`src/sv/rlcp_pkg.sv`:
```
// shared types, constants and keyword tables for the request line command parser
package rlcp_pkg;

  localparam int ID_W       = 31;
  localparam int CNT_W      = 4;
  localparam int KW_COUNT   = 7;
  localparam int CFG_DATA_W = 10;

  localparam logic [CNT_W-1:0]      CNT_MAX      = '1;
  localparam logic [CFG_DATA_W-1:0] MIN_CAPACITY = 10'd531;
  localparam logic [ID_W+3:0]       ID_LIMIT     = 35'h07FFFFFFF;

  localparam logic [7:0] CH_BAR   = 8'h7C;
  localparam logic [7:0] CH_CR    = 8'h0D;
  localparam logic [7:0] CH_LF    = 8'h0A;
  localparam logic [7:0] CH_ZERO  = 8'h30;
  localparam logic [7:0] CH_NINE  = 8'h39;
  localparam logic [7:0] CH_NUL   = 8'h00;

  // configuration register indexes
  localparam logic CFG_HANDLER_PRESENT   = 1'b0;
  localparam logic CFG_RESPONSE_CAPACITY = 1'b1;

  // reply status
  localparam logic [1:0] STATUS_OK      = 2'd0;
  localparam logic [1:0] STATUS_ERR     = 2'd1;
  localparam logic [1:0] STATUS_HANDLER = 2'd2;

  // reply codes
  localparam logic [3:0] CODE_PONG            = 4'd0;
  localparam logic [3:0] CODE_STREAMING       = 4'd1;
  localparam logic [3:0] CODE_STOPPED         = 4'd2;
  localparam logic [3:0] CODE_STATE_STREAMING = 4'd3;
  localparam logic [3:0] CODE_STATE_IDLE      = 4'd4;
  localparam logic [3:0] CODE_NOT_READY       = 4'd5;
  localparam logic [3:0] CODE_DUP_CLEAR       = 4'd6;
  localparam logic [3:0] CODE_UNKNOWN         = 4'd7;
  localparam logic [3:0] CODE_HANDLER         = 4'd8;

  // handler commands
  localparam logic [1:0] HC_NONE  = 2'd0;
  localparam logic [1:0] HC_INFO  = 2'd1;
  localparam logic [1:0] HC_SCAN  = 2'd2;
  localparam logic [1:0] HC_CLEAR = 2'd3;

  typedef enum logic [2:0] {
    PH_R   = 3'd0,
    PH_E   = 3'd1,
    PH_Q   = 3'd2,
    PH_BAR = 3'd3,
    PH_ID  = 3'd4,
    PH_CMD = 3'd5
  } phase_t;

  typedef enum logic [2:0] {
    KW_PING   = 3'd0,
    KW_START  = 3'd1,
    KW_STOP   = 3'd2,
    KW_STATUS = 3'd3,
    KW_INFO   = 3'd4,
    KW_SCAN   = 3'd5,
    KW_CLEAR  = 3'd6,
    KW_NONE   = 3'd7
  } kw_t;

  // what the parser knows about a line at its last word
  typedef struct packed {
    logic            ok;
    logic [ID_W-1:0] id;
    kw_t             keyword;
  } line_summary_t;

  typedef struct packed {
    logic            accepted;
    logic [ID_W-1:0] request_id;
    logic [1:0]      reply_status;
    logic [3:0]      reply_code;
    logic [1:0]      handler_command;
  } reply_t;

  function automatic logic [7:0] prefix_char(input phase_t ph);
    logic [7:0] c;
    case (ph)
      PH_R:    c = 8'h52;
      PH_E:    c = 8'h45;
      PH_Q:    c = 8'h51;
      default: c = CH_BAR;
    endcase
    return c;
  endfunction

  function automatic logic [CNT_W-1:0] kw_len(input kw_t k);
    logic [CNT_W-1:0] n;
    case (k)
      KW_PING:   n = 4'd4;
      KW_START:  n = 4'd5;
      KW_STOP:   n = 4'd4;
      KW_STATUS: n = 4'd6;
      KW_INFO:   n = 4'd4;
      KW_SCAN:   n = 4'd8;
      KW_CLEAR:  n = 4'd9;
      default:   n = 4'd0;
    endcase
    return n;
  endfunction

  // character idx of keyword k, zero past its end
  function automatic logic [7:0] kw_char(input kw_t k, input logic [CNT_W-1:0] idx);
    logic [71:0]      text;
    logic [CNT_W-1:0] len;
    logic [CNT_W-1:0] pos;
    logic [7:0]       c;
    case (k)
      KW_PING:   text = "PING";
      KW_START:  text = "START";
      KW_STOP:   text = "STOP";
      KW_STATUS: text = "STATUS";
      KW_INFO:   text = "INFO";
      KW_SCAN:   text = "SCAN_DTC";
      KW_CLEAR:  text = "CLEAR_DTC";
      default:   text = '0;
    endcase
    len = kw_len(k);
    pos = CNT_W'(len - 4'd1 - idx);
    if (idx < len) begin
      c = text[{pos, 3'b000} +: 8];
    end else begin
      c = CH_NUL;
    end
    return c;
  endfunction

  function automatic logic [CNT_W-1:0] sat_add(input logic [CNT_W-1:0] a,
                                               input logic [CNT_W-1:0] b);
    logic [CNT_W:0] sum;
    sum = {1'b0, a} + {1'b0, b};
    return sum[CNT_W] ? CNT_MAX : sum[CNT_W-1:0];
  endfunction

endpackage

```
`src/sv/rlcp_byte_parser.sv`:
```
// per-line parsing state: prefix check, id accumulation and keyword matching
module rlcp_byte_parser #(
  parameter int MAX_LINE = 128
) (
  input  logic                            clk,
  input  logic                            rst,
  input  logic                            step,
  input  logic [7:0]                      line_byte,
  input  logic                            end_of_line,
  input  logic [rlcp_pkg::CFG_DATA_W-1:0] response_capacity,
  output rlcp_pkg::line_summary_t         summary
);

  localparam int LEN_W = $clog2(MAX_LINE + 1);

  logic [LEN_W-1:0]               line_length, line_length_next;
  rlcp_pkg::phase_t               parse_phase, parse_phase_next;
  logic [rlcp_pkg::ID_W-1:0]      id_accumulator, id_accumulator_next;
  logic [rlcp_pkg::KW_COUNT-1:0]  keyword_candidates, keyword_candidates_next;
  logic [rlcp_pkg::CNT_W-1:0]     command_length, command_length_next;
  logic [rlcp_pkg::CNT_W-1:0]     pending_line_breaks, pending_line_breaks_next;
  logic                           line_error, line_error_next;
  logic                           line_terminated, line_terminated_next;

  logic [rlcp_pkg::ID_W+3:0]      id_scaled;
  logic [3:0]                     digit;
  logic                           is_break;
  logic                           is_digit;

  assign is_break = (line_byte == rlcp_pkg::CH_CR) || (line_byte == rlcp_pkg::CH_LF);
  assign is_digit = (line_byte >= rlcp_pkg::CH_ZERO) && (line_byte <= rlcp_pkg::CH_NINE);
  assign digit    = 4'(line_byte - rlcp_pkg::CH_ZERO);
  // id * 10 + digit, wide enough to see the overflow
  assign id_scaled = ({4'b0, id_accumulator} << 3) + ({4'b0, id_accumulator} << 1)
                   + (rlcp_pkg::ID_W + 4)'(digit);

  always_comb begin
    line_length_next         = line_length;
    parse_phase_next         = parse_phase;
    id_accumulator_next      = id_accumulator;
    keyword_candidates_next  = keyword_candidates;
    command_length_next      = command_length;
    pending_line_breaks_next = pending_line_breaks;
    line_error_next          = line_error;
    line_terminated_next     = line_terminated;
    if (!line_terminated) begin
      if (line_byte == rlcp_pkg::CH_NUL) begin
        line_terminated_next = 1'b1;
      end else begin
        if (line_length < LEN_W'(MAX_LINE)) begin
          line_length_next = line_length + 1'b1;
        end
        if (line_length_next >= LEN_W'(MAX_LINE)) begin
          line_error_next = 1'b1;
        end
        if (is_break) begin
          // held back until some other byte shows they are not trailing
          if (pending_line_breaks != rlcp_pkg::CNT_MAX) begin
            pending_line_breaks_next = pending_line_breaks + 1'b1;
          end
        end else begin
          if (pending_line_breaks != '0 && !line_error_next) begin
            if (parse_phase != rlcp_pkg::PH_CMD) begin
              line_error_next = 1'b1;
            end else begin
              keyword_candidates_next = '0;
              command_length_next = rlcp_pkg::sat_add(command_length, pending_line_breaks);
            end
          end
          pending_line_breaks_next = '0;
          if (!line_error_next) begin
            case (parse_phase)
              rlcp_pkg::PH_R, rlcp_pkg::PH_E, rlcp_pkg::PH_Q, rlcp_pkg::PH_BAR: begin
                if (line_byte != rlcp_pkg::prefix_char(parse_phase)) begin
                  line_error_next = 1'b1;
                end else begin
                  case (parse_phase)
                    rlcp_pkg::PH_R:   parse_phase_next = rlcp_pkg::PH_E;
                    rlcp_pkg::PH_E:   parse_phase_next = rlcp_pkg::PH_Q;
                    rlcp_pkg::PH_Q:   parse_phase_next = rlcp_pkg::PH_BAR;
                    default:          parse_phase_next = rlcp_pkg::PH_ID;
                  endcase
                end
              end
              rlcp_pkg::PH_ID: begin
                if (line_byte == rlcp_pkg::CH_BAR) begin
                  if (id_accumulator == '0) begin
                    line_error_next = 1'b1;
                  end else begin
                    parse_phase_next = rlcp_pkg::PH_CMD;
                  end
                end else if (is_digit) begin
                  if (id_scaled > rlcp_pkg::ID_LIMIT) begin
                    line_error_next = 1'b1;
                  end else begin
                    id_accumulator_next = id_scaled[rlcp_pkg::ID_W-1:0];
                  end
                end else begin
                  line_error_next = 1'b1;
                end
              end
              rlcp_pkg::PH_CMD: begin
                if (line_byte == rlcp_pkg::CH_BAR) begin
                  line_error_next = 1'b1;
                end else begin
                  for (int k = 0; k < rlcp_pkg::KW_COUNT; k++) begin
                    if (command_length_next >= rlcp_pkg::kw_len(rlcp_pkg::kw_t'(3'(k))) ||
                        rlcp_pkg::kw_char(rlcp_pkg::kw_t'(3'(k)), command_length_next)
                          != line_byte) begin
                      keyword_candidates_next[k] = 1'b0;
                    end
                  end
                  command_length_next = rlcp_pkg::sat_add(command_length_next, 4'd1);
                end
              end
              default: line_error_next = 1'b1;
            endcase
          end
        end
      end
    end
  end

  // line verdict as it stands after this word
  always_comb begin
    summary.ok = !line_error_next && (line_length_next != '0)
              && (parse_phase_next == rlcp_pkg::PH_CMD)
              && (command_length_next != '0) && (id_accumulator_next != '0)
              && (response_capacity >= rlcp_pkg::MIN_CAPACITY);
    summary.id = id_accumulator_next;
    summary.keyword = rlcp_pkg::KW_NONE;
    for (int k = 0; k < rlcp_pkg::KW_COUNT; k++) begin
      if (keyword_candidates_next[k] &&
          rlcp_pkg::kw_len(rlcp_pkg::kw_t'(3'(k))) == command_length_next) begin
        summary.keyword = rlcp_pkg::kw_t'(3'(k));
      end
    end
  end

  always_ff @(posedge clk) begin
    if (rst || (step && end_of_line)) begin
      line_length         <= '0;
      parse_phase         <= rlcp_pkg::PH_R;
      id_accumulator      <= '0;
      keyword_candidates  <= '1;
      command_length      <= '0;
      pending_line_breaks <= '0;
      line_error          <= 1'b0;
      line_terminated     <= 1'b0;
    end else if (step) begin
      line_length         <= line_length_next;
      parse_phase         <= parse_phase_next;
      id_accumulator      <= id_accumulator_next;
      keyword_candidates  <= keyword_candidates_next;
      command_length      <= command_length_next;
      pending_line_breaks <= pending_line_breaks_next;
      line_error          <= line_error_next;
      line_terminated     <= line_terminated_next;
    end
  end

endmodule

```
`src/sv/rlcp_reply_decode.sv`:
```
// command dispatch: streaming mode, duplicate clear check and reply fields
module rlcp_reply_decode (
  input  logic                    clk,
  input  logic                    rst,
  input  logic                    commit,
  input  logic                    handler_present,
  input  rlcp_pkg::line_summary_t summary,
  output rlcp_pkg::reply_t        reply
);

  logic                      streaming_mode, streaming_mode_next;
  logic [rlcp_pkg::ID_W-1:0] last_clear_request, last_clear_request_next;
  logic [1:0]                fwd_command;

  always_comb begin
    case (summary.keyword)
      rlcp_pkg::KW_INFO: fwd_command = rlcp_pkg::HC_INFO;
      rlcp_pkg::KW_SCAN: fwd_command = rlcp_pkg::HC_SCAN;
      default:           fwd_command = rlcp_pkg::HC_CLEAR;
    endcase
  end

  always_comb begin
    streaming_mode_next     = streaming_mode;
    last_clear_request_next = last_clear_request;
    reply                   = '0;
    if (summary.ok) begin
      reply.accepted     = 1'b1;
      reply.request_id   = summary.id;
      reply.reply_status = rlcp_pkg::STATUS_OK;
      unique case (summary.keyword) inside
        rlcp_pkg::KW_PING: begin
          reply.reply_code = rlcp_pkg::CODE_PONG;
        end
        rlcp_pkg::KW_START: begin
          streaming_mode_next = 1'b1;
          reply.reply_code    = rlcp_pkg::CODE_STREAMING;
        end
        rlcp_pkg::KW_STOP: begin
          streaming_mode_next = 1'b0;
          reply.reply_code    = rlcp_pkg::CODE_STOPPED;
        end
        rlcp_pkg::KW_STATUS: begin
          reply.reply_code = streaming_mode ? rlcp_pkg::CODE_STATE_STREAMING
                                            : rlcp_pkg::CODE_STATE_IDLE;
        end
        rlcp_pkg::KW_INFO, rlcp_pkg::KW_SCAN, rlcp_pkg::KW_CLEAR: begin
          if (summary.keyword == rlcp_pkg::KW_CLEAR && last_clear_request == summary.id) begin
            reply.reply_status = rlcp_pkg::STATUS_ERR;
            reply.reply_code   = rlcp_pkg::CODE_DUP_CLEAR;
          end else begin
            if (summary.keyword == rlcp_pkg::KW_CLEAR) begin
              last_clear_request_next = summary.id;
            end
            if (handler_present) begin
              reply.reply_status    = rlcp_pkg::STATUS_HANDLER;
              reply.reply_code      = rlcp_pkg::CODE_HANDLER;
              reply.handler_command = fwd_command;
            end else begin
              reply.reply_status = rlcp_pkg::STATUS_ERR;
              reply.reply_code   = rlcp_pkg::CODE_NOT_READY;
            end
          end
        end
        default: begin
          reply.reply_status = rlcp_pkg::STATUS_ERR;
          reply.reply_code   = rlcp_pkg::CODE_UNKNOWN;
        end
      endcase
    end
  end

  always_ff @(posedge clk) begin
    if (rst) begin
      streaming_mode     <= 1'b0;
      last_clear_request <= '0;
    end else if (commit) begin
      streaming_mode     <= streaming_mode_next;
      last_clear_request <= last_clear_request_next;
    end
  end

endmodule

```
`src/sv/request_line_command_parser.sv`:
```
// top level: input register, configuration registers and reply output register
//
// request lines arrive one word per cycle on the line channel (line_byte,
// end_of_line); the word with end_of_line set closes the line and yields
// exactly one word on the reply channel, accepted or rejected
// a word on either channel moves when valid is high and stall is low
// the line channel takes one word every cycle while it does not stall; a byte
// sits in the input register, where the parser updates the per-line state from it
// the reply word is loaded into the output register as its end_of_line word
// leaves the input register, and held there until the receiver takes it
// while a reply waits under stall, plain bytes of the next line keep
// flowing; the next end_of_line word waits in the input register and the
// line channel stalls behind it
// configuration is written through cfg_write_enable, cfg_index, cfg_data
// reset clears the line state, the streaming mode and the last clear id,
// sets handler_present to zero and response_capacity to 1023
module request_line_command_parser #(
  parameter int MAX_LINE = 128
) (
  input  logic                            clk,
  input  logic                            rst,
  input  logic                            cfg_write_enable,
  input  logic                            cfg_index,
  input  logic [rlcp_pkg::CFG_DATA_W-1:0] cfg_data,
  input  logic                            line_valid,
  output logic                            line_stall,
  input  logic [7:0]                      line_byte,
  input  logic                            end_of_line,
  output logic                            reply_valid,
  input  logic                            reply_stall,
  output logic                            accepted,
  output logic [rlcp_pkg::ID_W-1:0]       request_id,
  output logic [1:0]                      reply_status,
  output logic [3:0]                      reply_code,
  output logic [1:0]                      handler_command
);

  logic                            handler_present;
  logic [rlcp_pkg::CFG_DATA_W-1:0] response_capacity;

  logic                            in_full;
  logic [7:0]                      in_byte;
  logic                            in_eol;
  logic                            consume;
  logic                            take;

  rlcp_pkg::line_summary_t         summary;
  rlcp_pkg::reply_t                reply_word;
  rlcp_pkg::reply_t                reply_reg;

  // a closing word needs the output register free or emptying
  assign consume    = in_full && (!in_eol || !reply_valid || !reply_stall);
  assign line_stall = in_full && !consume;
  assign take       = line_valid && !line_stall;

  always_ff @(posedge clk) begin
    if (rst) begin
      handler_present   <= 1'b0;
      response_capacity <= '1;
    end else if (cfg_write_enable) begin
      unique case (cfg_index)
        rlcp_pkg::CFG_HANDLER_PRESENT:   handler_present   <= cfg_data[0];
        rlcp_pkg::CFG_RESPONSE_CAPACITY: response_capacity <= cfg_data;
        default: ;
      endcase
    end
  end

  always_ff @(posedge clk) begin
    if (rst) begin
      in_full <= 1'b0;
    end else if (take) begin
      in_full <= 1'b1;
    end else if (consume) begin
      in_full <= 1'b0;
    end
  end

  always_ff @(posedge clk) begin
    if (take) begin
      in_byte <= line_byte;
      in_eol  <= end_of_line;
    end
  end

  rlcp_byte_parser #(
    .MAX_LINE(MAX_LINE)
  ) u_parser (
    .clk               (clk),
    .rst               (rst),
    .step              (consume),
    .line_byte         (in_byte),
    .end_of_line       (in_eol),
    .response_capacity (response_capacity),
    .summary           (summary)
  );

  rlcp_reply_decode u_decode (
    .clk             (clk),
    .rst             (rst),
    .commit          (consume && in_eol),
    .handler_present (handler_present),
    .summary         (summary),
    .reply           (reply_word)
  );

  always_ff @(posedge clk) begin
    if (rst) begin
      reply_valid <= 1'b0;
    end else if (consume && in_eol) begin
      reply_valid <= 1'b1;
    end else if (!reply_stall) begin
      reply_valid <= 1'b0;
    end
  end

  always_ff @(posedge clk) begin
    if (consume && in_eol) begin
      reply_reg <= reply_word;
    end
  end

  assign accepted        = reply_reg.accepted;
  assign request_id      = reply_reg.request_id;
  assign reply_status    = reply_reg.reply_status;
  assign reply_code      = reply_reg.reply_code;
  assign handler_command = reply_reg.handler_command;

endmodule
```
`config.mk`:
```
export PLATFORM = sky130hd
export DESIGN_NAME = request_line_command_parser
export DESIGN_NICKNAME = d
export VERILOG_FILES = /design/src/sv/rlcp_pkg.sv /design/src/sv/rlcp_byte_parser.sv /design/src/sv/rlcp_reply_decode.sv /design/src/sv/request_line_command_parser.sv
export SDC_FILE = /design/constraint.sdc
export NUM_CORES = 1
export LEC_CHECK = 0
export BUFFER_PORTS_ARGS = -buffer_cell sky130_fd_sc_hd__buf_2
export CORE_UTILIZATION = 50
export DETAILED_ROUTE_END_ITERATION = 8
export GPL_ROUTABILITY_DRIVEN = 0
export GPL_TIMING_DRIVEN = 0
export PLACE_DENSITY = 0.71
export SLEW_MARGIN = 20
export SYNTH_ARGS = -nofsm -noshare
export SYNTH_HDL_FRONTEND = slang
export SYNTH_SLANG_ARGS = --single-unit
```
`constraint.sdc`:
```
create_clock -name clk -period 11.3 [get_ports clk]
set_input_delay 2.825 -clock clk [delete_from_list [all_inputs] [get_ports clk]]
set_output_delay 2.825 -clock clk [all_outputs]
set_load 0.1 [all_outputs]
```
==> results.toml <==
[die]
core-area_um2 = 24320
die_area_um2 = 25500
ios = 67
fp.dieW_um = 159.7
rows = 57
start_util_pct = 51.12
die_h_um = 159.7

[critical_path]
max_stage_delay_ns = 0.92
crit_path_start_kind = "flop"
timing.critical_path.buf_inv = 3
crit_required_ns = 11.57
end_kind = "flop"
crit_family = "compound AO/OA/AOI/OAI gates"
cp_common_cell = "a21oi_1"
crit_type = "flop to flop"
critPathSlowestCell = "a2111oi_1"
r2r_slack_ns = 3.50
path_max_fanout = 10
crit_arrival_ns = 8.07
path_cells = "ha_1 > inv_1 > fa_1 > nand2b_1 > a21oi_1 > nor4_2 > a22oi_1 > inv_1 > ha_1 > ha_1 > clkbuf_1 > nor2b_1 > a21oi_1 > nand4b_1 > o21ai_0 > a2111oi_0 > o32a_1 > a2111oi_1 > a21oi_1 > o211ai_1 > o21ai_0 > a21oi_1 > nor3b_1"

[clocking]
cts_tree = "done"
htree_levels = 4
cts.repair.resized = 0
clk_pin_slew_ns = 0.07
hold_buffers = 0
clk_latency_ns = 0.44
cts_setup_buffers = 0
numCtsBuffers = 17
clock_tree.root_cell = "clkbuf_16"
cts_sinks = 153
cts_buffer_depth = 2

[placed_design]
dpl.hpwl_um = 30390
io_buffers = 65
placed_cells = 1896

[synthesis]
syn-instance-count = 1506
synth_area_um2 = 12430
syn_nets = 1620
synth_top_cell_by_area = "dfxtp_1"
synth_edf_count = 49
syn-mean-instance-area_um2 = 8.255
yosysTopAreaCellShare_pct = 16.75
synthTopCellsByArea = "dfxtp_1 17%, edfxtp_1 12%, ha_1 8.7%, nor2_1 5.2%, nand2_1 4.5%"
ys_seq_area_share_pct = 28.58
synth_top_family_by_area = "simple AND/OR/NAND/NOR gates"
ys_warn_count = 0
synthAdderAreaFrac_pct = 9.138
ys.flop_type = "dfxtp_1"
synth_mux_area_share_pct = 6.753
synth_compound_area_share_pct = 20.29
synth-simple-area-share_pct = 23.86
synth_xor_xnor_area_share_pct = 6.512
async_flop_share_pct = 0
yosys_register_bits = 153
synth_cell_types = 100

[grt]
grt.total_usage_pct = 31.07
grt_pass1_wl_um = 62860
grt_pass1_vias = 11604
grt_max_degree = 40
antenna_found_initial = 1
grt_overflow = 0

[power]
leakage_nw = 5.550
power.density_nw_per_um2 = 93.66
vdd_ir_drop_max_mv = 0.08225

[finish]
sequential_cell_area_um2 = 3553
multiInputGateArea_um2 = 8275
final_common_cell = "nor2_1"
instances_no_fill = 1930
final_cell_mix = "173 x nor2_1, 148 x nand2_1, 104 x dfxtp_1"
area_delta_synth_final_pct = 10.75
fillers = 2222
drive_gt1_share_pct = 11.72
nNetsFinal = 1705

[routing]
post_drt_wl_per_cell_um = 20.55
drt-pass1-iter-count = 8
routed_wl_um = 39660
drt-initial-drc-count = 1400
viasPerCell = 6.404
drc = 0
vias = 12360
ant_nets = 0

[sta]
tns_ns = 0
hold_violations = 0
slew_violations = 0
rsz0062_at_grt = "no"
fin_crit_ns = 7.796
post-route-period-util_pct = 69.00
clock.fmax_mhz = 128.3
setup_viol = 0
fin_skew_ns = 0.01469
relSlewSlack_pct = 30.44
worst_pin_slew_ns = 1.041

[outcome]
status = "finished clean"

[worst_hold_path]
min_path_type = "flop to flop"

[job]
drv_cap = 0
## cells by family (layout without fill, tap and decap cells)
family | Yosys count | in the layout
xor gates and xnor gates | 86 | 86
muxes | 69 | 69
AOI/OAI and AO/OA | 369 | 369
other | 0 | 2
and+or+nand+nor | 595 | 595
adders and majority gates | 89 | 89
DFF | 153 | 153
buffers and inverters | 145 | 243
## cell usage after synthesis, types with 12 or more instances
| master | n |
|---|---|
| dfxtp_1 | 104 |
| and2_1 | 12 |
| xor2_1 | 33 |
| nor2b_1 | 30 |
| o21ai_0 | 60 |
| nor3_1 | 30 |
| a21o_1 | 15 |
| nand2_1 | 148 |
| mux2_4 | 28 |
| inv_1 | 63 |
| buf_2 | 18 |
| a31oi_1 | 22 |
| nor2_1 | 173 |
| nor3b_1 | 14 |
| nand4_1 | 29 |
| ha_1 | 86 |
| a21oi_1 | 101 |
| o211ai_1 | 20 |
| mux2i_1 | 34 |
| and3_1 | 12 |
| edfxtp_1 | 49 |
| nand3_1 | 52 |
| nor4_1 | 27 |
| a211oi_1 | 17 |
| clkbuf_1 | 51 |
| xnor2_1 | 49 |
## tightest hold or removal path: stages (launching register included)
cell and delay, ns:
dfxtp_1 0.32, nand2_1 0.06, nand2_1 0.04
## state kept, by name, summed over array words and instances (netlist names), 7 cells and up
| register | cells |
|---|---|
| u_parser.line_length | 8 |
| in_byte | 8 |
| u_parser.id_accumulator | 31 |
| u_decode.last_clear_request | 31 |
| response_capacity | 10 |
| u_parser.keyword_candidates | 7 |
| request_id | 31 |
## path summary, 6_finish.rpt
kind                             startpoint                        endpoint  cells after the start
max              u_parser.command_length[0]              handler_command[0]                     23
min          u_parser.keyword_candidates[5]  u_parser.keyword_candidates[5]                      2
min reg2reg  u_parser.keyword_candidates[5]  u_parser.keyword_candidates[5]                      2
max reg2reg      u_parser.command_length[0]              handler_command[0]                     23
## final cells by class
cell class	count	share of cell area, %
Antenna cell	2	0.03635
Multi-Input combinational cell	1208	60.11
Inverter	66	1.799
Buffer	79	2.590
Clock inverter	13	0.9906
Clock buffer	19	3.217
Tap cell	324	2.944
Sequential cell	153	25.81
Timing Repair Buffer	66	2.508
## where the power goes
part	switching, mW	leakage, nW	internal, mW
logic	0.0892	3.89	0.0415
registers	0.0104	1.37	0.574
clock network	0.259	0.286	0.316
total	0.359	5.55	0.931
## metal layers
layer | global-route usage, % | vias to the layer above | wire, um
met5 | 0 | - | 0
met2 | 52.22 | 639 | 18650
met3 | 4.416 | 151 | 2880
met1 | 38.58 | 5848 | 15990
li1 | - | 5722 | -
met4 | 16.39 | 0 | 2130
## stage by stage
stage          instance area (um2)  utilization (%)  total power, mW  hold slack (ns)  setup WS (ns)
6_report                     13770            56.61            1.289           0.4637          3.504
5_1_grt                      13770            56.60            1.321           0.4800          3.076
4_1_cts                      13760            56.59            1.286           0.4563          3.694
3_5_place_dp                 13180            54.21           0.7230           0.4440          3.738
3_3_place_gp                 13160            54.12           0.7206           0.4327          3.470
2_1_floorplan                12430                -           0.6823           0.4155          4.881
Note: power is estimated with default switching activity, not from simulation.
